--- src/rtl/core/q24alu_pkg.sv ---
// Shared constants, action and status codes, and the sideband type of the Q24.8 ALU.
package q24alu_pkg;

  // Default format: 32-bit raw word, 8 fraction bits
  localparam int FRAC_BITS_DEF = 8;
  localparam int WORD_BITS_DEF = 32;

  localparam int ACT_W    = 4;
  localparam int STATUS_W = 2;

  // Action codes
  localparam logic [ACT_W-1:0] ACT_ADD    = 4'd0;
  localparam logic [ACT_W-1:0] ACT_SUB    = 4'd1;
  localparam logic [ACT_W-1:0] ACT_MUL    = 4'd2;
  localparam logic [ACT_W-1:0] ACT_DIV    = 4'd3;
  localparam logic [ACT_W-1:0] ACT_GT     = 4'd4;
  localparam logic [ACT_W-1:0] ACT_LT     = 4'd5;
  localparam logic [ACT_W-1:0] ACT_GE     = 4'd6;
  localparam logic [ACT_W-1:0] ACT_LE     = 4'd7;
  localparam logic [ACT_W-1:0] ACT_EQ     = 4'd8;
  localparam logic [ACT_W-1:0] ACT_NE     = 4'd9;
  localparam logic [ACT_W-1:0] ACT_MIN    = 4'd10;
  localparam logic [ACT_W-1:0] ACT_MAX    = 4'd11;
  localparam logic [ACT_W-1:0] ACT_INC    = 4'd12;
  localparam logic [ACT_W-1:0] ACT_DEC    = 4'd13;
  localparam logic [ACT_W-1:0] ACT_TO_INT = 4'd14;

  // Status codes
  localparam logic [STATUS_W-1:0] ST_OK   = 2'd0;
  localparam logic [STATUS_W-1:0] ST_OVF  = 2'd1;
  localparam logic [STATUS_W-1:0] ST_DIVZ = 2'd2;

  // Per-word control that rides along the pipeline
  typedef struct packed {
    logic [ACT_W-1:0]    action;
    logic                compare_true;
    logic [STATUS_W-1:0] status;
  } side_t;

endpackage

--- src/rtl/core/q24alu_mul.sv ---
// Multiplier pipeline: split partial products, sum, round and saturate, then align.
module q24alu_mul #(
  parameter int FRAC_BITS = q24alu_pkg::FRAC_BITS_DEF,
  parameter int WORD_BITS = q24alu_pkg::WORD_BITS_DEF,
  parameter int DEPTH     = WORD_BITS + FRAC_BITS + 1
) (
  input  logic                 clk,
  input  logic [DEPTH-1:0]     en,
  input  logic [WORD_BITS-1:0] mag_a_i,
  input  logic [WORD_BITS-1:0] mag_b_i,
  input  logic                 neg_i,
  output logic [WORD_BITS-1:0] prod_o,
  output logic                 ovf_o
);
  localparam int W  = WORD_BITS;
  localparam int H  = (W + 1) / 2;
  localparam int HH = W - H;
  localparam int PW = 2 * W;

  logic [2*H-1:0]    ll_r;
  logic [H+HH-1:0]   lh_r, hl_r;
  logic [2*HH-1:0]   hh_r;
  logic              neg0_r, neg1_r;
  logic [PW-1:0]     sum_r;

  logic [PW-1:0]     sum_nxt, rnd, shd, lim;
  logic              ovf_nxt;
  logic [W-1:0]      mag, prod_nxt;

  logic [W-1:0]      res_r [2:DEPTH-1];
  logic              ovf_r [2:DEPTH-1];

  // Sum of the four partial products
  assign sum_nxt = PW'(ll_r) + (PW'(lh_r) << H) + (PW'(hl_r) << H) + (PW'(hh_r) << (2 * H));

  // Round half away from zero on the magnitude, then saturate by sign
  assign rnd      = sum_r + (PW'(1) << (FRAC_BITS - 1));
  assign shd      = rnd >> FRAC_BITS;
  assign lim      = neg1_r ? (PW'(1) << (W - 1)) : ((PW'(1) << (W - 1)) - PW'(1));
  assign ovf_nxt  = shd > lim;
  assign mag      = ovf_nxt ? lim[W-1:0] : shd[W-1:0];
  assign prod_nxt = neg1_r ? (~mag + W'(1)) : mag;

  always_ff @(posedge clk) begin
    // Partial products of half-width pieces
    if (en[0]) begin
      ll_r   <= mag_a_i[H-1:0] * mag_b_i[H-1:0];
      lh_r   <= mag_a_i[H-1:0] * mag_b_i[W-1:H];
      hl_r   <= mag_a_i[W-1:H] * mag_b_i[H-1:0];
      hh_r   <= mag_a_i[W-1:H] * mag_b_i[W-1:H];
      neg0_r <= neg_i;
    end
    if (en[1]) begin
      sum_r  <= sum_nxt;
      neg1_r <= neg0_r;
    end
    if (en[2]) begin
      res_r[2] <= prod_nxt;
      ovf_r[2] <= ovf_nxt;
    end
    // Delay to the divider's depth
    for (int k = 3; k < DEPTH; k++) begin
      if (en[k]) begin
        res_r[k] <= res_r[k-1];
        ovf_r[k] <= ovf_r[k-1];
      end
    end
  end

  assign prod_o = res_r[DEPTH-1];
  assign ovf_o  = ovf_r[DEPTH-1];

endmodule

--- config.mk ---
export PLATFORM = sky130hd
export DESIGN_NAME = q24alu_mul
export DESIGN_NICKNAME = d
export VERILOG_FILES = /design/src/rtl/core/q24alu_pkg.sv /design/src/rtl/core/q24alu_mul.sv
export SDC_FILE = /design/constraint.sdc
export NUM_CORES = 2
export LEC_CHECK = 0
export ABC_CLOCK_PERIOD_IN_PS = 7100
export CAP_MARGIN = 5
export CORE_ASPECT_RATIO = 0.6
export CORE_MARGIN = 10
export CORE_UTILIZATION = 59
export CTS_CLUSTER_DIAMETER = 100
export DETAILED_ROUTE_END_ITERATION = 7
export DONT_BUFFER_PORTS = 1
export GPL_TIMING_DRIVEN = 0
export PLACE_DENSITY = 0.86
export SLEW_MARGIN = 5
export SYNTH_ARGS = -nofsm -noshare
export SYNTH_HDL_FRONTEND = slang
export SYNTH_SLANG_ARGS = --single-unit
--- constraint.sdc ---
create_clock -name clk -period 7.1 [get_ports clk]
set_clock_uncertainty 0.05 [all_clocks]
set_input_delay 1.42 -clock clk [delete_from_list [all_inputs] [get_ports clk]]
set_output_delay 1.42 -clock clk [all_outputs]
set_load 0.01 [all_outputs]
==> impl_metrics.csv <==
group,metric,value,unit
yosys,synth_edf_count,1467,
yosys,synth_cell_type_count,75,
detailed_routing,drc,7,
timing,fin_ws,-0.2635,ns
die,die_area,0.1562,mm^2
cells_and_area,drive_above_1_share,9.620,%
detailed_routing,vias,50440,
yosys,yosysTopAreaCellShare,53.22,%
worst_setup_path,startpoint_type,"register",
detailed_routing,wl_per_cell,30.56,um
detailed_routing,viasPerCell,6.168,
clock_tree,clockBufferDepth,3,
die,row_count,106,
clock_tree,h-tree-depth,3,
worst_setup_path,worstSetupPathType,"reg2reg",
die,start_util,59.44,%
cells_and_area,fin_util,65.54,%
global_routing,antenna_found_initial,22,
yosys,synth_top_cell_by_area,"edfxtp_1",
worst_setup_path,crit_arrival,7.82,ns
cells_and_area,fillCellCount,9532,
cells_and_area,areaGrowthSynthToFinish,10.27,%
yosys,synth_area,0.08277,mm^2
global_routing,grt_pass1_wl,357500,um
die,dieHeight,310.1,um
timing,fmax,135.8,MHz
clock_tree,clock_latency,0.73,ns
cells_and_area,multiInputGateArea,0.03536,mm^2
timing,drv_slew,0,
timing,slew_headroom,18.60,%
yosys,ys.flop_type,"edfxtp_1",
detailed_routing,drtPass1Iterations,8,
outcome,violations,"DRC, setup timing",
die,num_io_pins,140,
yosys,async_flop_share,0,%
timing,fin_crit,7.364,ns
detailed_routing,wirelength,249900,um
run,max_cap_violations,0,
clock_tree,ctsHoldBuffers,0,
global_routing,grt_max_degree,123,
placed_design,dpl.hpwl,173900,um
yosys,syn_nets,7470,
worst_setup_path,rrSetupSlack,-0.26,ns
placed_design,dp_slack,-3.133,ns
global_routing,grt_overflow,0,
timing,setup_violations,9,
yosys,ys_warn_count,0,
placed_design,gp_congestion,1.013,
yosys,synth_seq_cells,1467,
timing,finalHoldViolCount,0,
yosys,ys_seq_area_share,53.22,%
global_routing,grt_pass1_vias,52510,
detailed_routing,drt-initial-drc-count,6905,
worst_setup_path,critPathCaptureType,"register",
yosys,synthTopCellsByArea,"edfxtp_1 (53%), fa_1 (20%), ha_1 (7.2%)",
die,design.core.area,0.1393,mm^2
cells_and_area,final_nets,7632,
timing,worstMarginPinSlew,1.221,ns
timing,fin_crit_sh,103.7,%
outcome,outcome,"finished, violations left",
timing,hold_ws,0.3316,ns
worst_setup_path,cp.required,7.56,ns
clock_tree,cts_buffers,103,
detailed_routing,antenna_left,0,
placed_design,port_buffers,0,
min_path,hold_class,"reg2reg",
die,die_x,503.6,um
cells_and_area,regArea,0.04405,mm^2
timing,rsz0062_at_grt,"yes",
worst_setup_path,path_max_fanout,5,
clock_tree,cts.sinks,1467,
yosys,postSynthCellCount,6076,
clock_tree,cts_tree,"built",
clock_tree,cts.clk_slew.worst_paths,0.09,ns
yosys,avgSynthCellArea,13.62,um^2
global_routing,grt_usage,31.88,%
clock_tree,cts_root_buffer,"clkbuf_16",
==> state kept, by name, summed over array words and instances (netlist names) <==
name	flops
res_r	1248
sum_r	57
ovf_r	39
hh_r	32
hl_r	32
lh_r	32
ll_r	25
neg0_r	1
neg1_r	1
==> cells in the final DEF (no fill, tap or decap), drive strengths merged, types with 63 or more instances in the layout <==
cell,Yosys,layout
a21o,63,63
a21oi,133,133
and2,483,483
buf,12,138
clkbuf,204,263
edfxtp,1467,1467
fa,808,808
ha,479,479
inv,973,977
nand2,645,645
nor2,101,101
o21ai,80,80
xnor2,132,132
==> path summary, 6_finish.rpt <==
check,end,cells after the start,start
max,res_r[2][18],19,sum_r[30]
min reg2reg,res_r[26][20],0,res_r[25][20]
min,res_r[26][20],0,res_r[25][20]
max reg2reg,res_r[2][18],19,sum_r[30]
==> timing repair <==
| action | 4_1_cts | 5_1_grt |
|---|---|---|
| pin swaps | 73 | 109 |
| setup buffers | 35 | 24 |
| endpoints found under the setup margin | 81 | 45 |
| resized for setup | 411 | 282 |
==> routing by layer <==
metal	GRT usage, %	vias to the layer above	part of all wire, %
met5	0.3128	-	0.085
met4	11.81	24	5.2
met3	11.94	897	14
met2	45.56	3901	41
met1	44.76	25180	39
li1	-	20430	-
==> cell type report <==
class	count	share of cell area, %
timing repair buffer	59	0.5717
multi-input combinational	3420	38.74
clock buffer	128	2.997
inverter	973	4.007
clock inverter	59	0.8102
antenna	21	0.05758
buffer	214	2.037
sequential	1467	48.27
tap	1836	2.517
==> logic make-up (layout without fill, tap and decap cells) <==
family          count (synthesis)  count (layout)  synth area share, %
compound gates                433             433                3.356
xor+xnor                      189             189                2.000
fa+ha+maj                    1287            1287                26.78
buf+inv                      1189            1433                5.440
flops                        1467            1467                53.22
mux                             9               9               0.1119
other cells                     0              21                    0
simple gates                 1502            1502                9.088
==> synth_stat cells, types with 4 or more instances <==
master / n
o211ai_1: 8
mux2i_1: 7
a211o_1: 4
a21boi_0: 8
nand3_1: 54
clkbuf_1: 202
o21ai_0: 80
nor3_1: 47
edfxtp_1: 1467
a31o_2: 8
nor3b_1: 6
or3_1: 18
xnor2_1: 132
a211oi_1: 14
inv_1: 972
a21oi_1: 133
nand4_1: 30
a2111oi_0: 4
a21o_1: 63
o41ai_1: 5
and4_1: 10
o31ai_1: 13
or4_1: 6
or2_2: 13
o21bai_1: 11
a22oi_1: 10
a31oi_1: 14
fa_1: 808
and2_1: 482
ha_1: 479
nand2b_1: 19
o21a_1: 29
xor2_1: 57
buf_2: 6
and3_1: 18
nor2b_1: 24
nand2_1: 645
nor4_1: 12
nor2_1: 101
==> worst max-delay path: stages, from the launching register on <==
cell and delay (ns):
edfxtp_1 0.61, nand4_2 0.42, nor4_4 0.54, buf_4 0.27, nand3_1 0.22, nor4_2 0.78, and3_1 0.32, nand3_1 0.12
a2111oi_2 0.73, and4_4 0.51, buf_8 0.14, a21o_1 0.18, ha_4 0.18, nand3_1 0.12, or4_4 0.50, or4_4 0.52
or2_4 0.27, o311ai_1 0.23, o21ai_1 0.15, a22oi_1 0.25
==> metrics by stage <==
stage,instance area [um^2],std cells,setup TNS (ns)
after floorplan,82970,6076,-0.05247
after global placement,85270,7912,-93.88
after detailed placement,85270,7912,-111.62
after CTS,90390,8132,-0.1422
after global routing,91220,8156,-1.120
final,91270,8177,-0.7924
Power is not shown: default switching activity piles up to over one toggle a cycle in this logic, so the estimate is an artifact.
