$ cat config.mk
export PLATFORM = sky130hd
export DESIGN_NAME = q24alu_prep
export DESIGN_NICKNAME = d
export VERILOG_FILES = /design/src/rtl/core/q24alu_pkg.sv /design/src/rtl/core/q24alu_prep.sv
export SDC_FILE = /design/constraint.sdc
export NUM_CORES = 1
export LEC_CHECK = 0
export BUFFER_PORTS_ARGS = -buffer_cell sky130_fd_sc_hd__buf_2
export CELL_PAD_IN_SITES_DETAIL_PLACEMENT = 1
export CELL_PAD_IN_SITES_GLOBAL_PLACEMENT = 1
export CORE_ASPECT_RATIO = 1.25
export CORE_MARGIN = 2
export CORE_UTILIZATION = 25
export DETAILED_ROUTE_END_ITERATION = 10
export HOLD_SLACK_MARGIN = 0.03
export PLACE_DENSITY = 0.47
export SYNTH_ARGS = -nofsm -noshare
export SYNTH_HDL_FRONTEND = slang
export SYNTH_SLANG_ARGS = --single-unit
export TNS_END_PERCENT = 5
$ cat constraint.sdc
create_clock -name clk -period 5.9 [get_ports clk]
set_input_delay 0.295 -clock clk [delete_from_list [all_inputs] [get_ports clk]]
set_output_delay 0.295 -clock clk [all_outputs]
set_load 0.02 [all_outputs]
$ cat src/rtl/core/q24alu_pkg.sv
// Shared constants, action and status codes, and the sideband type of the Q24.8 ALU.
package q24alu_pkg;

  // Default format: 32-bit raw word, 8 fraction bits
  localparam int FRAC_BITS_DEF = 8;
  localparam int WORD_BITS_DEF = 32;

  localparam int ACT_W    = 4;
  localparam int STATUS_W = 2;

  // Action codes
  localparam logic [ACT_W-1:0] ACT_ADD    = 4'd0;
  localparam logic [ACT_W-1:0] ACT_SUB    = 4'd1;
  localparam logic [ACT_W-1:0] ACT_MUL    = 4'd2;
  localparam logic [ACT_W-1:0] ACT_DIV    = 4'd3;
  localparam logic [ACT_W-1:0] ACT_GT     = 4'd4;
  localparam logic [ACT_W-1:0] ACT_LT     = 4'd5;
  localparam logic [ACT_W-1:0] ACT_GE     = 4'd6;
  localparam logic [ACT_W-1:0] ACT_LE     = 4'd7;
  localparam logic [ACT_W-1:0] ACT_EQ     = 4'd8;
  localparam logic [ACT_W-1:0] ACT_NE     = 4'd9;
  localparam logic [ACT_W-1:0] ACT_MIN    = 4'd10;
  localparam logic [ACT_W-1:0] ACT_MAX    = 4'd11;
  localparam logic [ACT_W-1:0] ACT_INC    = 4'd12;
  localparam logic [ACT_W-1:0] ACT_DEC    = 4'd13;
  localparam logic [ACT_W-1:0] ACT_TO_INT = 4'd14;

  // Status codes
  localparam logic [STATUS_W-1:0] ST_OK   = 2'd0;
  localparam logic [STATUS_W-1:0] ST_OVF  = 2'd1;
  localparam logic [STATUS_W-1:0] ST_DIVZ = 2'd2;

  // Per-word control that rides along the pipeline
  typedef struct packed {
    logic [ACT_W-1:0]    action;
    logic                compare_true;
    logic [STATUS_W-1:0] status;
  } side_t;

endpackage

$ cat src/rtl/core/q24alu_prep.sv
// Input stage: operand magnitudes and the actions finished here (add, sub, inc, dec, compare, min, max, to_int).
module q24alu_prep #(
  parameter int FRAC_BITS = q24alu_pkg::FRAC_BITS_DEF,
  parameter int WORD_BITS = q24alu_pkg::WORD_BITS_DEF
) (
  input  logic                          clk,
  input  logic                          en,
  input  logic [q24alu_pkg::ACT_W-1:0]  action,
  input  logic signed [WORD_BITS-1:0]   operand_a,
  input  logic signed [WORD_BITS-1:0]   operand_b,
  output q24alu_pkg::side_t             side_o,
  output logic [WORD_BITS-1:0]          value_o,
  output logic [WORD_BITS-1:0]          mag_a_o,
  output logic [WORD_BITS-1:0]          mag_b_o,
  output logic                          sign_a_o,
  output logic                          sign_b_o
);
  import q24alu_pkg::*;

  localparam int W  = WORD_BITS;
  localparam int XW = W + 1;
  localparam logic [W-1:0] POS_MAX = {1'b0, {(W-1){1'b1}}};
  localparam logic [W-1:0] NEG_MIN = {1'b1, {(W-1){1'b0}}};

  logic [XW-1:0] a_x, b_x, sum_x, diff_x, inc_x, dec_x;
  logic [W-1:0]  mag_a, mag_b, int_rnd, int_mag, int_val;
  logic          gt, lt, eq;
  logic          ovf;
  logic [W-1:0]  fit_val;
  side_t         side_nxt;
  logic [W-1:0]  value_nxt;

  side_t         side_r;
  logic [W-1:0]  value_r, mag_a_r, mag_b_r;
  logic          sign_a_r, sign_b_r;

  // Saturate an exact (W+1)-bit result to the word; top bit of return is overflow
  function automatic logic [W:0] fit(input logic [XW-1:0] x);
    if (x[XW-1] != x[XW-2]) begin
      return {1'b1, (x[XW-1] ? NEG_MIN : POS_MAX)};
    end
    return {1'b0, x[W-1:0]};
  endfunction

  // Exact sums and differences one bit wider than the word
  assign a_x    = {operand_a[W-1], operand_a};
  assign b_x    = {operand_b[W-1], operand_b};
  assign sum_x  = a_x + b_x;
  assign diff_x = a_x - b_x;
  assign inc_x  = a_x + XW'(1);
  assign dec_x  = a_x - XW'(1);

  assign gt = operand_b < operand_a;
  assign lt = operand_a < operand_b;
  assign eq = operand_a == operand_b;

  // Magnitudes; the most negative word maps to 2^(W-1), which still fits unsigned
  assign mag_a = operand_a[W-1] ? (~operand_a + W'(1)) : operand_a;
  assign mag_b = operand_b[W-1] ? (~operand_b + W'(1)) : operand_b;

  // Round to integer, ties away from zero
  assign int_rnd = mag_a + (W'(1) << (FRAC_BITS - 1));
  assign int_mag = int_rnd >> FRAC_BITS;
  assign int_val = operand_a[W-1] ? (~int_mag + W'(1)) : int_mag;

  // Decode the action; multiply and divide are finished downstream
  always_comb begin
    side_nxt.action       = action;
    side_nxt.compare_true = 1'b0;
    side_nxt.status       = ST_OK;
    value_nxt             = '0;
    ovf                   = 1'b0;
    fit_val               = '0;
    unique case (action)
      ACT_ADD: begin
        {ovf, fit_val}  = fit(sum_x);
        value_nxt       = fit_val;
        side_nxt.status = ovf ? ST_OVF : ST_OK;
      end
      ACT_SUB: begin
        {ovf, fit_val}  = fit(diff_x);
        value_nxt       = fit_val;
        side_nxt.status = ovf ? ST_OVF : ST_OK;
      end
      ACT_INC: begin
        {ovf, fit_val}  = fit(inc_x);
        value_nxt       = fit_val;
        side_nxt.status = ovf ? ST_OVF : ST_OK;
      end
      ACT_DEC: begin
        {ovf, fit_val}  = fit(dec_x);
        value_nxt       = fit_val;
        side_nxt.status = ovf ? ST_OVF : ST_OK;
      end
      ACT_GT:     side_nxt.compare_true = gt;
      ACT_LT:     side_nxt.compare_true = lt;
      ACT_GE:     side_nxt.compare_true = !lt;
      ACT_LE:     side_nxt.compare_true = !gt;
      ACT_EQ:     side_nxt.compare_true = eq;
      ACT_NE:     side_nxt.compare_true = !eq;
      ACT_MIN:    value_nxt = gt ? operand_b : operand_a;
      ACT_MAX:    value_nxt = lt ? operand_b : operand_a;
      ACT_TO_INT: value_nxt = int_val;
      default: begin
      end
    endcase
  end

  // Load the stage when it advances
  always_ff @(posedge clk) begin
    if (en) begin
      side_r   <= side_nxt;
      value_r  <= value_nxt;
      mag_a_r  <= mag_a;
      mag_b_r  <= mag_b;
      sign_a_r <= operand_a[W-1];
      sign_b_r <= operand_b[W-1];
    end
  end

  assign side_o   = side_r;
  assign value_o  = value_r;
  assign mag_a_o  = mag_a_r;
  assign mag_b_o  = mag_b_r;
  assign sign_a_o = sign_a_r;
  assign sign_b_o = sign_b_r;

endmodule

==> impl_metrics.toml <==
[sta]
rsz0062_at_grt = "no"
setup_viol = 0
slew_headroom_pct = 31.5
tightestPinTransition_ns = 1.03
worst_slack_ns = 0.925
period_share_pct = 84.3
period_minus_slack_ns = 4.97
finalHoldViolations = 0
fmax_ghz = 0.201
maxSlewViolCount = 0
setup_tns_ns = 0
hold_ws_ns = 0.180

[clock_tree]
cts_buffer_depth = 2
worst_setup_hold_path_clk_slew_ns = 0.09
cts.sinks = 104
cts-root-buf = "clkbuf_16"
cts_setup_buffers = 0
cts_buffers = 9
htreeDepth = 3
postCtsHoldBufs = 0
cts_tree = "yes"
cts_resized = 0

[final_layout]
final_nets = 1896
final_common_cell = "buf_2"
regArea_mm2 = 0.00312
final_cell_mix = "buf_2 (172), a21oi_1 (165), xnor2_1 (150)"
area.growth.synth_to_final_pct = 14.0
drive_gt1_share_pct = 17.1
nFillCells = 6289
multiInputGateArea_mm2 = 0.00926

[drt]
vias = 13099
routed_wirelength_um = 60000
drcViolationCount = 0
met2_length_um = 29400
via_per_inst = 5.39
drt_iter0_markers = 682
ant_nets = 0
top_layer_used = "met4"
wl_met1_um = 27800
met3_length_um = 1610
firstDrtPassIters = 5
routedWlPerCell_um = 24.7

[global_route]
grt_overflow = 0
grt_pass1_vias = 13771
grt_pass1_wl_um = 90700
grt_max_degree = 66
antenna_found_initial = 0
grt_usage_pct = 21.9

[placement]
gp_congestion = 0.925
dpl.hpwl_um = 47600
dp_slack_ns = 0.572
portBuffers = 173

[worst_setup_path]
crit_type = "in2reg"
critPathCaptureType = "flop"
startpoint_type = "primary input"
path_max_fanout = 12
cp.arrival_ns = 5.12
cp.required_ns = 6.05

[synth]
synth_area_leader_cell = "edfxtp_1"
yosysWarningCount = 0
synth_edf_count = 104
yosysTopAreaCellShare_pct = 23.6
syn_area_mm2 = 0.0132
ys.flop_type = "edfxtp_1"
synth_seq_cells = 104
ys_seq_area_share_pct = 23.6
synth_area_per_cell_um2 = 7.98
async_flop_share_pct = 0
synthCells = 1656
synth_nets = 1798
synth.distinct_cells = 94
synth.area.top_cells = "edfxtp_1 (24%), xnor2_1 (9.9%), ha_1 (6.6%)"

[pwr]
peakVddDrop_v = 0.000155
leakagePower_nw = 5.77
power_density_mw_per_mm2 = 196

[flow_run]
cap_violations = 0

[outcome]
status = "completed"

[floorplan]
initial_core_util_pct = 25.2
die_w_um = 210
die_h_um = 261
core_mm2 = 0.0525
io_pins = 175
die_area_mm2 = 0.0547
rows = 94

[min_path]
hp-class = "in2reg"
## cell usage after synthesis (all sizes together), types with 11 or more instances
cell and number:
o21bai 19, or3 21, nand3 49, nand2b 12, xnor2 150, xor2 52
clkbuf 97, ha 70, o31ai 29, o211ai 13, nand2 119, buf 29
nor2b 14, inv 91, nand4 34, a21o 17, and2 11, o221a 13
o221ai 16, and3 21, nor2 109, or4 21, edfxtp 104, mux2i 54
o41ai 16, nor4 23, o21ai 111, a21oi 166, nor3 40
## cells by family after synthesis
logic type,share of synthesized area (%)
flops,23.6
other cells,0.0284
compound gates,24.6
fa+ha+maj,6.93
xor+xnor,13.6
mux,4.26
simple gates,20.6
buf+inv,6.49
## per-stage QoR
step	cell area [µm²]	total power, mW	std cells	util, %
3_5_place_dp	14700	2.23	2415	28.1
3_3_place_gp	14700	2.22	2415	28.1
4_1_cts	15100	3.00	2431	28.7
6_report	15100	2.95	2432	28.7
2_1_floorplan	13200	1.76	1656	-
5_1_grt	15100	3.12	2431	28.7
## critical path, cell delays in order
cell,delay (ns)
buf_2,0.18
inv_1,0.16
ha_1,0.21
or3b_4,0.43
o41ai_2,0.27
xnor2_1,0.35
ha_1,0.37
o221ai_1,0.35
nor3_1,0.35
and2_1,0.21
o221ai_1,0.17
nor3_1,0.49
nand3_2,0.24
or4_4,0.63
o211ai_2,0.28
nand4_1,0.12
## state kept, by name (all words and copies together) (netlist names)
| register | flops |
|---|---|
| sign_b_o | 1 |
| side_o | 6 |
| mag_a_o | 32 |
| mag_b_o | 32 |
| sign_a_o | 1 |
| value_o | 32 |
## worst paths after layout
kind	startpoint	end	slack [ns]	cells past startpoint
min	operand_b[0]	mag_b_o[0]$_DFFE_PP_	0.18	1
max	operand_a[0]	value_o[27]$_DFFE_PP_	0.93	16
## per-layer routing
layer	vias to the layer above	track usage (%)
li1	6263	-
met1	6582	28.9
met2	209	38.4
met3	45	2.10
met4	0	5.61
met5	-	0
## cell type report
class | instances | share of cell area [%]
inverter | 93 | 2.32
clock buffer | 9 | 1.49
timing repair buffer | 213 | 7.75
clock inverter | 7 | 0.689
sequential | 104 | 20.7
multi-input combinational | 1333 | 61.4
antenna | 1 | 0.0166
tap | 672 | 5.58
## power breakdown
| part | switching, mW | total [mW] | internal, mW |
|---|---|---|---|
| logic | 0.847 | 1.27 | 0.425 |
| clock network | 0.366 | 0.744 | 0.378 |
| registers | 0.0273 | 0.937 | 0.910 |
| total | 1.24 | 2.95 | 1.71 |
No activity file was read; power rests on OpenSTA's default activity.
