<file path="config.mk">
export PLATFORM = sky130hd
export DESIGN_NAME = q24alu_out
export DESIGN_NICKNAME = d
export VERILOG_FILES = /design/src/rtl/core/q24alu_pkg.sv /design/src/rtl/core/q24alu_out.sv
export SDC_FILE = /design/constraint.sdc
export NUM_CORES = 1
export LEC_CHECK = 0
export ABC_AREA = 1
export ABC_CLOCK_PERIOD_IN_PS = 1130
export BUFFER_PORTS_ARGS = -buffer_cell sky130_fd_sc_hd__buf_2
export CAP_MARGIN = 20
export CORE_ASPECT_RATIO = 2
export CORE_MARGIN = 4
export CORE_UTILIZATION = 39
export DETAILED_ROUTE_END_ITERATION = 8
export PLACE_DENSITY = 0.79
export SLEW_MARGIN = 5
export SYNTH_ARGS = -nofsm -noshare
export SYNTH_HDL_FRONTEND = slang
export SYNTH_SLANG_ARGS = --single-unit
</file>
<file path="constraint.sdc">
create_clock -name clk -period 1.13 [get_ports clk]
set_input_delay 0.0565 -clock clk [delete_from_list [all_inputs] [get_ports clk]]
set_output_delay 0.0565 -clock clk [all_outputs]
set_load 0.02 [all_outputs]
</file>
<file path="src/rtl/core/q24alu_pkg.sv">
// Shared constants, action and status codes, and the sideband type of the Q24.8 ALU.
package q24alu_pkg;

  // Default format: 32-bit raw word, 8 fraction bits
  localparam int FRAC_BITS_DEF = 8;
  localparam int WORD_BITS_DEF = 32;

  localparam int ACT_W    = 4;
  localparam int STATUS_W = 2;

  // Action codes
  localparam logic [ACT_W-1:0] ACT_ADD    = 4'd0;
  localparam logic [ACT_W-1:0] ACT_SUB    = 4'd1;
  localparam logic [ACT_W-1:0] ACT_MUL    = 4'd2;
  localparam logic [ACT_W-1:0] ACT_DIV    = 4'd3;
  localparam logic [ACT_W-1:0] ACT_GT     = 4'd4;
  localparam logic [ACT_W-1:0] ACT_LT     = 4'd5;
  localparam logic [ACT_W-1:0] ACT_GE     = 4'd6;
  localparam logic [ACT_W-1:0] ACT_LE     = 4'd7;
  localparam logic [ACT_W-1:0] ACT_EQ     = 4'd8;
  localparam logic [ACT_W-1:0] ACT_NE     = 4'd9;
  localparam logic [ACT_W-1:0] ACT_MIN    = 4'd10;
  localparam logic [ACT_W-1:0] ACT_MAX    = 4'd11;
  localparam logic [ACT_W-1:0] ACT_INC    = 4'd12;
  localparam logic [ACT_W-1:0] ACT_DEC    = 4'd13;
  localparam logic [ACT_W-1:0] ACT_TO_INT = 4'd14;

  // Status codes
  localparam logic [STATUS_W-1:0] ST_OK   = 2'd0;
  localparam logic [STATUS_W-1:0] ST_OVF  = 2'd1;
  localparam logic [STATUS_W-1:0] ST_DIVZ = 2'd2;

  // Per-word control that rides along the pipeline
  typedef struct packed {
    logic [ACT_W-1:0]    action;
    logic                compare_true;
    logic [STATUS_W-1:0] status;
  } side_t;

endpackage

</file>
<file path="src/rtl/core/q24alu_out.sv">
// Output stage: pick the unit that finished the action and hold the result word.
module q24alu_out #(
  parameter int WORD_BITS = q24alu_pkg::WORD_BITS_DEF
) (
  input  logic                             clk,
  input  logic                             en,
  input  q24alu_pkg::side_t                side_i,
  input  logic [WORD_BITS-1:0]             value_i,
  input  logic [WORD_BITS-1:0]             quot_i,
  input  logic [q24alu_pkg::STATUS_W-1:0]  quot_status_i,
  input  logic [WORD_BITS-1:0]             prod_i,
  input  logic                             prod_ovf_i,
  output logic signed [WORD_BITS-1:0]      result_value,
  output logic                             compare_true,
  output logic [q24alu_pkg::STATUS_W-1:0]  status
);
  import q24alu_pkg::*;

  logic [WORD_BITS-1:0] value_nxt;
  logic                 cmp_nxt;
  logic [STATUS_W-1:0]  status_nxt;

  logic [WORD_BITS-1:0] value_r;
  logic                 cmp_r;
  logic [STATUS_W-1:0]  status_r;

  // Select the finished result
  always_comb begin
    case (side_i.action)
      ACT_MUL: begin
        value_nxt  = prod_i;
        cmp_nxt    = 1'b0;
        status_nxt = prod_ovf_i ? ST_OVF : ST_OK;
      end
      ACT_DIV: begin
        value_nxt  = quot_i;
        cmp_nxt    = 1'b0;
        status_nxt = quot_status_i;
      end
      default: begin
        value_nxt  = value_i;
        cmp_nxt    = side_i.compare_true;
        status_nxt = side_i.status;
      end
    endcase
  end

  // Hold the word until the receiver takes it
  always_ff @(posedge clk) begin
    if (en) begin
      value_r  <= value_nxt;
      cmp_r    <= cmp_nxt;
      status_r <= status_nxt;
    end
  end

  assign result_value = value_r;
  assign compare_true = cmp_r;
  assign status       = status_r;

endmodule

</file>
==> results of run 1 <==
## sequential cells by signal (all words and copies together) (netlist names)
| register | count |
|---|---|
| result_value | 32 |
| compare_true | 1 |
| status | 2 |
## power by group through the flow
stage          clock, mW  combinational [mW]  sequential [mW]
4_1_cts            0.891               0.727             1.60
5_1_grt            0.945               0.781             1.60
6_report           0.860               0.723             1.59
3_3_place_gp           0               0.714             1.62
3_5_place_dp           0               0.726             1.62
2_1_floorplan          0               0.192             1.79
## path summary, 6_finish.rpt
path                            to
hold / removal           status[1]
setup / recovery  result_value[28]
## cells in the final DEF, fill, tap and decap left out
cell type and n:
sky130_fd_sc_hd__nand3_1 100, sky130_fd_sc_hd__buf_2 142, sky130_fd_sc_hd__nand2_2 1, sky130_fd_sc_hd__inv_1 1, sky130_fd_sc_hd__nand2_1 36, sky130_fd_sc_hd__clkbuf_8 5, sky130_fd_sc_hd__nor2_4 2, sky130_fd_sc_hd__clkinv_2 1
sky130_fd_sc_hd__clkinv_1 1, sky130_fd_sc_hd__edfxtp_1 35, sky130_fd_sc_hd__buf_4 6, sky130_fd_sc_hd__buf_12 2, sky130_fd_sc_hd__a21boi_0 1, sky130_fd_sc_hd__clkbuf_1 2
## kinds of logic (layout without fill, tap and decap cells)
logic type | after synthesis | count (layout) | share of synthesized area, %
AND/OR/NAND/NOR | 139 | 139 | 36.2
buffers and inverters | 18 | 160 | 6.01
AO/OA/AOI/OAI | 1 | 1 | 0.410
flip-flops | 35 | 35 | 57.3
## metrics by stage
step / cells / setup TNS (ns) / setup slack, ns
6_report: 390 / 0 / 0.216
5_1_grt: 390 / 0 / 0.120
4_1_cts: 390 / 0 / 0.209
3_5_place_dp: 382 / -1.41 / -0.0670
3_3_place_gp: 382 / -0.606 / -0.0381
2_1_floorplan: 193 / 0 / 0.312
## cell type report
class,instances,share of cell area [%]
clock inverters,1,0.187
inverters,2,0.281
repair buffers,150,29.7
clock buffers,7,2.85
flip-flops and latches,35,39.3
well taps,55,2.57
multi-input cells,140,25.1
## routing by layer
metal | GRT usage, % | vias up | share of wire, %
li1 | - | 978 | -
met1 | 19.6 | 917 | 32
met2 | 36.1 | 98 | 57
met3 | 4.20 | 16 | 7.5
met4 | 9.17 | 0 | 3.3
met5 | 0 | - | 0
==> results, run 1 <==
- The sum of routed wire length over all layers is 5910 um.
- The number of buffers and inverters on the critical path is 1.
- For this run the aggregate overflow at the end of global routing stands at 0.
- Summed over all cells, the static leakage comes to around 1.3 nW.
- Entering global routing, the biggest net connects 41 pins.
- The worst pin sits at a relative slew slack of a little over 50%.
- Sequential cells account for between 50 and 60% of the total power.
- In the final routed layout, each cell accounts on average for approximately 15 um.
- Among all flip-flop cells after synthesis, the most frequent one is sky130_fd_sc_hd__edfxtp_1.
- The commonest cells after synthesis are 100 x sky130_fd_sc_hd__nand3_1, 36 x sky130_fd_sc_hd__nand2_1, 35 x sky130_fd_sc_hd__edfxtp_1.
- The relative contribution of combinational cells to total power is 22.8%.
- 143 I/O pins were placed.
- The clock network is responsible for 27.1% of the overall power.
- The startpoint of the worst hold path is side_i[1].
- The sink count of the clock tree is 35.
- Summing all flip-flop and latch instances after layout gives 0.00105 sq mm.
- The internal power is 2.29 mW.
- The synthesized design contains 35 register bits.
- The first detailed-routing pass took 4 iterations.
- In the global route stage, overall resource usage came out at between 15 and 20%.
- The library cell appearing most often on the critical path is sky130_fd_sc_hd__nand3_1.
- The post-CTS setup buffer count is 0.
- The clock-pin slew on the worst setup and hold paths is roughly 0.07 ns.
- The run finished with clean final reports.
- The die covers just under 0.006 sq mm.
- The CTS tree is built.
- For this design, the CTS-stage hold fixing added 0 buffers.
- The post-route netlist has 47.5% of its cells at a drive strength greater than 1.
- The power density relative to cell area is about 1200 mW/mm^2.
- The count of warnings emitted by yosys is 0.
- The number of fill cells is ~450.
- Counting buffers and inverters, the worst setup path is 4 cells deep.
- The time the worst path needs with I/O delays and setup is about 0.91 ns.
- The multi-input combinational cells in the finished layout cover a total of 672 sq um.
- Input and output buffers added on the ports amount to approximately 140.
- The level count of the clock H-tree is 2.
- The switching share of power is between 20% and 30%.
- Across the VDD grid, the largest voltage drop is about 0.00075 V.
- Synthesis produced a netlist with a net count of approximately 300.
- STA puts the critical path data arrival time at 1.06 ns.
- Traced cell by cell, the critical path runs through buf_2 > nor2_4 > nand3_1 > nand3_1.
- The critical path starts at side_i[3].
- Setup violations remaining at the end of the flow were counted as 0.
- The critical path in this run is classified as input port to flip-flop.
- The cell with the most instances after synthesis is sky130_fd_sc_hd__nand3_1.
- The proportion of synthesized chip area in sequential cells is a little under three fifths.
- In this run, post-CTS repair resized a total of 0 instances.
- The buffer type at the clock tree root is sky130_fd_sc_hd__clkbuf_8.
- The routability-driven placement congestion ratio is around 0.8.
- The tool flagged a number of max-cap violations equal to 0.
- The die boundary height is ~100 um.
- The initialized floorplan defines 35 standard-cell rows.
- The initial core utilization is between 30% and 40%.
- The total power is 3.18 mW.
- The number of max-slew violations in the final report is 0.
- The number of diodes added for antenna fixing is 0.
- The ratio of routed vias to standard cells is 5.15.
- The cell count after synthesis came out at 193.
- Summing all placed instances gives a cell area of 0.00259 sq mm.
- From left edge to right edge, the die measures between 50 and 60 um.
- The buffer levels on the longest clock path is 2.
- Summed over all nets, the half-perimeter wirelength after detailed placement is about 4500 um.
- The top cell type's share of synthesized area is 57.3%.
- The first-pass GRT wire length is ~9000 um.
- The finished cells cover about 0.0027 sq mm.
- The number of antenna violations at the first check in global routing is 0.
- The area of the mapped netlist is around 0.0018 sq mm.
- For this design, the slowest cell found on the critical path is sky130_fd_sc_hd__nor2_4.
- The final cell utilization of the core is approximately three fifths.
- The total core area is roughly 0.0046 sq mm.
- The endpoint required time on the critical path is approximately 1.3 ns.
- For this block, the initial DRC count from the detailed router was between 80 and 90.
- The peak fanout along the critical path is 33.
- Once detail routing completed, the nets flagged for antenna violations numbered 0.
- The number of hold-slack violations in the final timing report is 0.
- After synthesis, the mean cell area works out to 9.50 sq um.
- Summing over every cut layer, the via total after detailed routing is roughly 2000.
- Yosys attributes the largest share of cell area to sky130_fd_sc_hd__edfxtp_1 57%, sky130_fd_sc_hd__nand3_1 27%, sky130_fd_sc_hd__nand2_1 7.4%.
- The type of destination of the critical path is a flip-flop.
- The number of DRC violations after detailed routing is 0.
- The kind of cell with the highest combined delay along the critical path is simple AND/OR/NAND/NOR gates.
- The number of global-route vias before repair is 1916.
- The number of buffers created by CTS is 5.
- After the last flow step, the layout net total stands at approximately 440.
- The instance count along the most critical hold path is 3.
- The largest single stage delay on the critical path is 0.58 ns.
- The kind of path behind the tightest hold check is input port to flip-flop.
- Setup repair after global routing left no endpoint under its margin.
- Summed over all nets, the switching power comes to ~0.88 mW.
- Based on the critical path, the design can be clocked at up to 1090 MHz.
- For the pin with the worst max-slew slack, the measured transition is ~0.74 ns.
- The area overhead of the layout relative to synthesis is 46.0%.
- The count of cell types in the netlist is 11.
- The tightest hold path in the finished design has a slack of around 0.043 ns.
- In the synthesized netlist the async set-or-reset flop fraction comes to 0%.
- Summed over all instances, the cell type with the most area after synthesis is sky130_fd_sc_hd__edfxtp_1.
- The portion of the clock cycle consumed by the worst path in the final layout is slightly above 80%.
- The worst setup path is launched from an input port.
- The number of flops mapped to enable cells by yosys is 35.
No activity file was read; power rests on OpenSTA's default activity.
==> inputs of run 2 (changes only) <==
--- a/config.mk
+++ b/config.mk
@@ -6,14 +6,14 @@
 export NUM_CORES = 1
 export LEC_CHECK = 0
 export ABC_AREA = 1
-export ABC_CLOCK_PERIOD_IN_PS = 1130
+export ABC_CLOCK_PERIOD_IN_PS = 800
 export BUFFER_PORTS_ARGS = -buffer_cell sky130_fd_sc_hd__buf_2
 export CAP_MARGIN = 20
 export CORE_ASPECT_RATIO = 2
 export CORE_MARGIN = 4
-export CORE_UTILIZATION = 39
+export CORE_UTILIZATION = 36
 export DETAILED_ROUTE_END_ITERATION = 8
-export PLACE_DENSITY = 0.79
+export PLACE_DENSITY = 0.77
 export SLEW_MARGIN = 5
 export SYNTH_ARGS = -nofsm -noshare
 export SYNTH_HDL_FRONTEND = slang
==> constraint.sdc (replaced) <==
create_clock -name clk -period 0.8 [get_ports clk]
set_input_delay 0.04 -clock clk [delete_from_list [all_inputs] [get_ports clk]]
set_output_delay 0.04 -clock clk [all_outputs]
set_load 0.02 [all_outputs]
==> results, run 2 (synthesis results as in run 1) <==
- The run finished, with violations left.
- The final reports fail on negative setup slack.
- The number of buffers and inverters on the critical path is 1.
- The number of non-filler instances in the completed layout is 394.
- The analysis attributes to net switching a power of around 1.3 mW.
- The violation count after the first detailed-routing iteration is just under 80.
- The number of antenna violations at the first check in global routing is 0.
- The fraction of met2 tracks used by global routing is around 34%.
- Setup repair after global routing could not meet its margin everywhere.
- The worst setup path is captured at an output pin.
- The number of buffers created by CTS is 5.
- The total placed cells including tap cells is ~390.
- For the pin with the worst max-slew slack, the measured transition is roughly 0.28 ns.
- The max-slew headroom at the worst pin is between 80% and 90%.
- The max-cap violation count is 0.
- The met1 demand-to-capacity share in global routing is ~18%.
- The signal on the critical path passes through buf_6.
- The static leakage power is roughly 1.4 nW.
- TritonCTS built the clock tree.
- The endpoint required time on the critical path is 0.76 ns.
- In the layout the commonest cells are 119 x sky130_fd_sc_hd__buf_2, 100 x sky130_fd_sc_hd__nand3_1, 36 x sky130_fd_sc_hd__nand2_1.
- Cell internal power was estimated by the tool at ~3.4 mW.
- The initial utilization of the core area, before any placement, comes to a little under two fifths.
- The relative contribution of combinational cells to total power is between 20 and 30%.
- For this run, the detailed router's first-pass iteration total came to 5.
- The buffer levels on the longest clock path is 2.
- The clock network burns roughly a quarter of the power.
- In this run the core area contains 36 standard-cell rows.
- The core region is a little under 0.005 sq mm.
- The congestion estimate from routability-driven global placement came to about 0.75.
- Across all layers, the routed design uses 2008 vias.
- From bottom edge to top edge, the die measures 109 um.
- The cell family contributing the most delay on the critical path is flip-flops.
- The die is between 50 and 60 um wide.
- Dividing the detail-routed via count by the number of cells gives about 5.1.
- The H-tree generated during clock tree synthesis spans 2 levels.
- In this run the number of cells on the critical path is 1.
- Of the available clock period, the critical path in the final layout requires 108%.
- The number of DRC violations after detailed routing is 0.
- The final net count is approximately 440.
- The power density relative to cell area is 1620 mW/mm^2.
- The most common cell after layout, fill and taps aside is sky130_fd_sc_hd__buf_2.
- The buffer type at the clock tree root is sky130_fd_sc_hd__clkbuf_8.
- In this run the count of I/O pins placed on the die edge is approximately 140.
- 0 antenna diodes ended up in the layout.
- The setup path with the least slack is of type flip-flop to output pin.
- The remaining number of nets flagged by the antenna check after routing is 0.
- For this block, the routed nets add up to 5960 um of wire.
- The flip-flop count of the largest register after layout is 32.
- The wire length per cell is between 15 and 20 um.
- The worst ir drop on vdd is 0.00109 V.
- The number of setup buffers added after CTS is 0.
- The area overhead of the layout relative to synthesis is 56.4%.
- The number of hold-slack violations in the final timing report was 0.
- The worst setup path is launched from a flip-flop.
- Cells with a size suffix above 1 make up between 40% and 50% of the layout.
- During placement, the flow inserted port buffers numbering 142.
- Across all setup checks in the final design, the least slack found is -0.0654 ns.
- The worst path in the final design needs a cycle of between 0.8 and 0.9 ns, including I/O delays and setup.
- The final setup violation count is 35.
- The total routing usage reported by global routing is a little under a fifth.
- The area enclosed by the die boundary is 0.00637 sq mm.
- Derived from the worst setup path, the maximum achievable clock frequency is 1160 MHz.
- For this run, the slowest stage of the critical path takes about 0.40 ns.
- The total global routing overflow is 0.
- The last element of the critical path is result_value[28].
- Entering global routing, the biggest net connects 39 pins.
- The peak fanout along the critical path is 1.
- Global routing consumed, on the met3 layer, between 3 and 4% of the routing resources.
- The number of max-slew violations in the final report is 0.
- The clock-pin slew on the worst setup and hold paths is around 0.070 ns.
- Tracing the worst setup path back leads to its startpoint at result_value[28].
- The sink count of the clock tree is 35.
- The number of fill cells is between 400 and 500.
- The arrival time of data at the critical path endpoint is 0.83 ns.
- The number of global-route vias before repair is approximately 1800.
- The path class of the tightest hold or removal check is input port to flip-flop.
- The busiest layer in global routing is met2.
- The switching share of power is between 20 and 30%.
- Summed over all failing endpoints, the final setup total negative slack is -1.38 ns.
- The sequential share of power is between 40% and 50%.
- The slowest stage cell on the critical path is sky130_fd_sc_hd__edfxtp_1.
- The placed wire-length estimate after detailed placement is roughly 4700 um.
- The first global-routing pass estimated between 8000 and 9000 um of wire.
==> run 2: cell count changes in the layout (fill, tap and decap cells not counted) <==
cell	before	now
sky130_fd_sc_hd__buf_6	0	24
sky130_fd_sc_hd__buf_2	142	119
sky130_fd_sc_hd__buf_12	2	4
sky130_fd_sc_hd__buf_4	6	5
==> run 2: tightest hold or removal path, delay by kind of cell <==
kind	cells	cell delay (ns)
AND/OR/NAND/NOR	2	0.08
buffers and inverters	1	0.07
==> run 2: through the flow <==
| step | hold WS, ns | power [mW] | setup slack [ns] | utilization, % | area [sq um] |
|---|---|---|---|---|---|
| global route | 0.0342 | 4.89 | -0.109 | 58.4 | 2870 |
| global placement | 0.309 | 3.32 | -0.180 | 53.7 | 2640 |
| floorplan | 0.152 | 2.79 | -0.00114 | - | 1830 |
| finish | 0.0284 | 4.64 | -0.0654 | 58.4 | 2870 |
| detailed placement | 0.311 | 3.35 | -0.233 | 53.7 | 2640 |
| CTS | 0.0199 | 4.63 | -0.0773 | 56.7 | 2780 |
==> run 2: power by group through the flow <==
stage / clock (mW) / sequential (mW) / combinational (mW)
6_report: 1.20 / 2.28 / 1.17
5_1_grt: 1.34 / 2.29 / 1.25
4_1_cts: 1.25 / 2.27 / 1.11
3_5_place_dp: 0 / 2.29 / 1.05
3_3_place_gp: 0 / 2.29 / 1.03
2_1_floorplan: 0 / 2.52 / 0.271
==> run 2: worst min-delay path by stage <==
| stage | from | endpoint | cells after the start |
|---|---|---|---|
| floorplan | en | compare_true | 0 |
| global placement | side_i[1] | status[1] | 3 |
| detailed placement | side_i[1] | status[1] | 3 |
| CTS | side_i[1] | status[1] | 3 |
| global route | side_i[1] | status[1] | 3 |
| finish | side_i[1] | status[1] | 3 |
==> run 2: what timing repair did <==
action | 4_1_cts | 5_1_grt
setup endpoints to repair | 35 | 36
hold buffers | 0 | 0
gates resized for setup | 20 | 28
==> run 2: cell type report <==
cell class	count	area (sq um)	area share (%)
flip-flops and latches	35	1050	36.7
inverters	2	7.51	0.262
repair buffers	152	983	34.3
clock inverters	1	5.00	0.175
multi-input cells	140	672	23.4
well taps	57	71.3	2.49
clock buffers	7	76.3	2.66
==> run 2: metal layers <==
metal / vias up / share of wire, %
met5: - / 0
met4: 0 / 4.3
met3: 23 / 7.9
met2: 98 / 56
met1: 903 / 32
li1: 984 / -
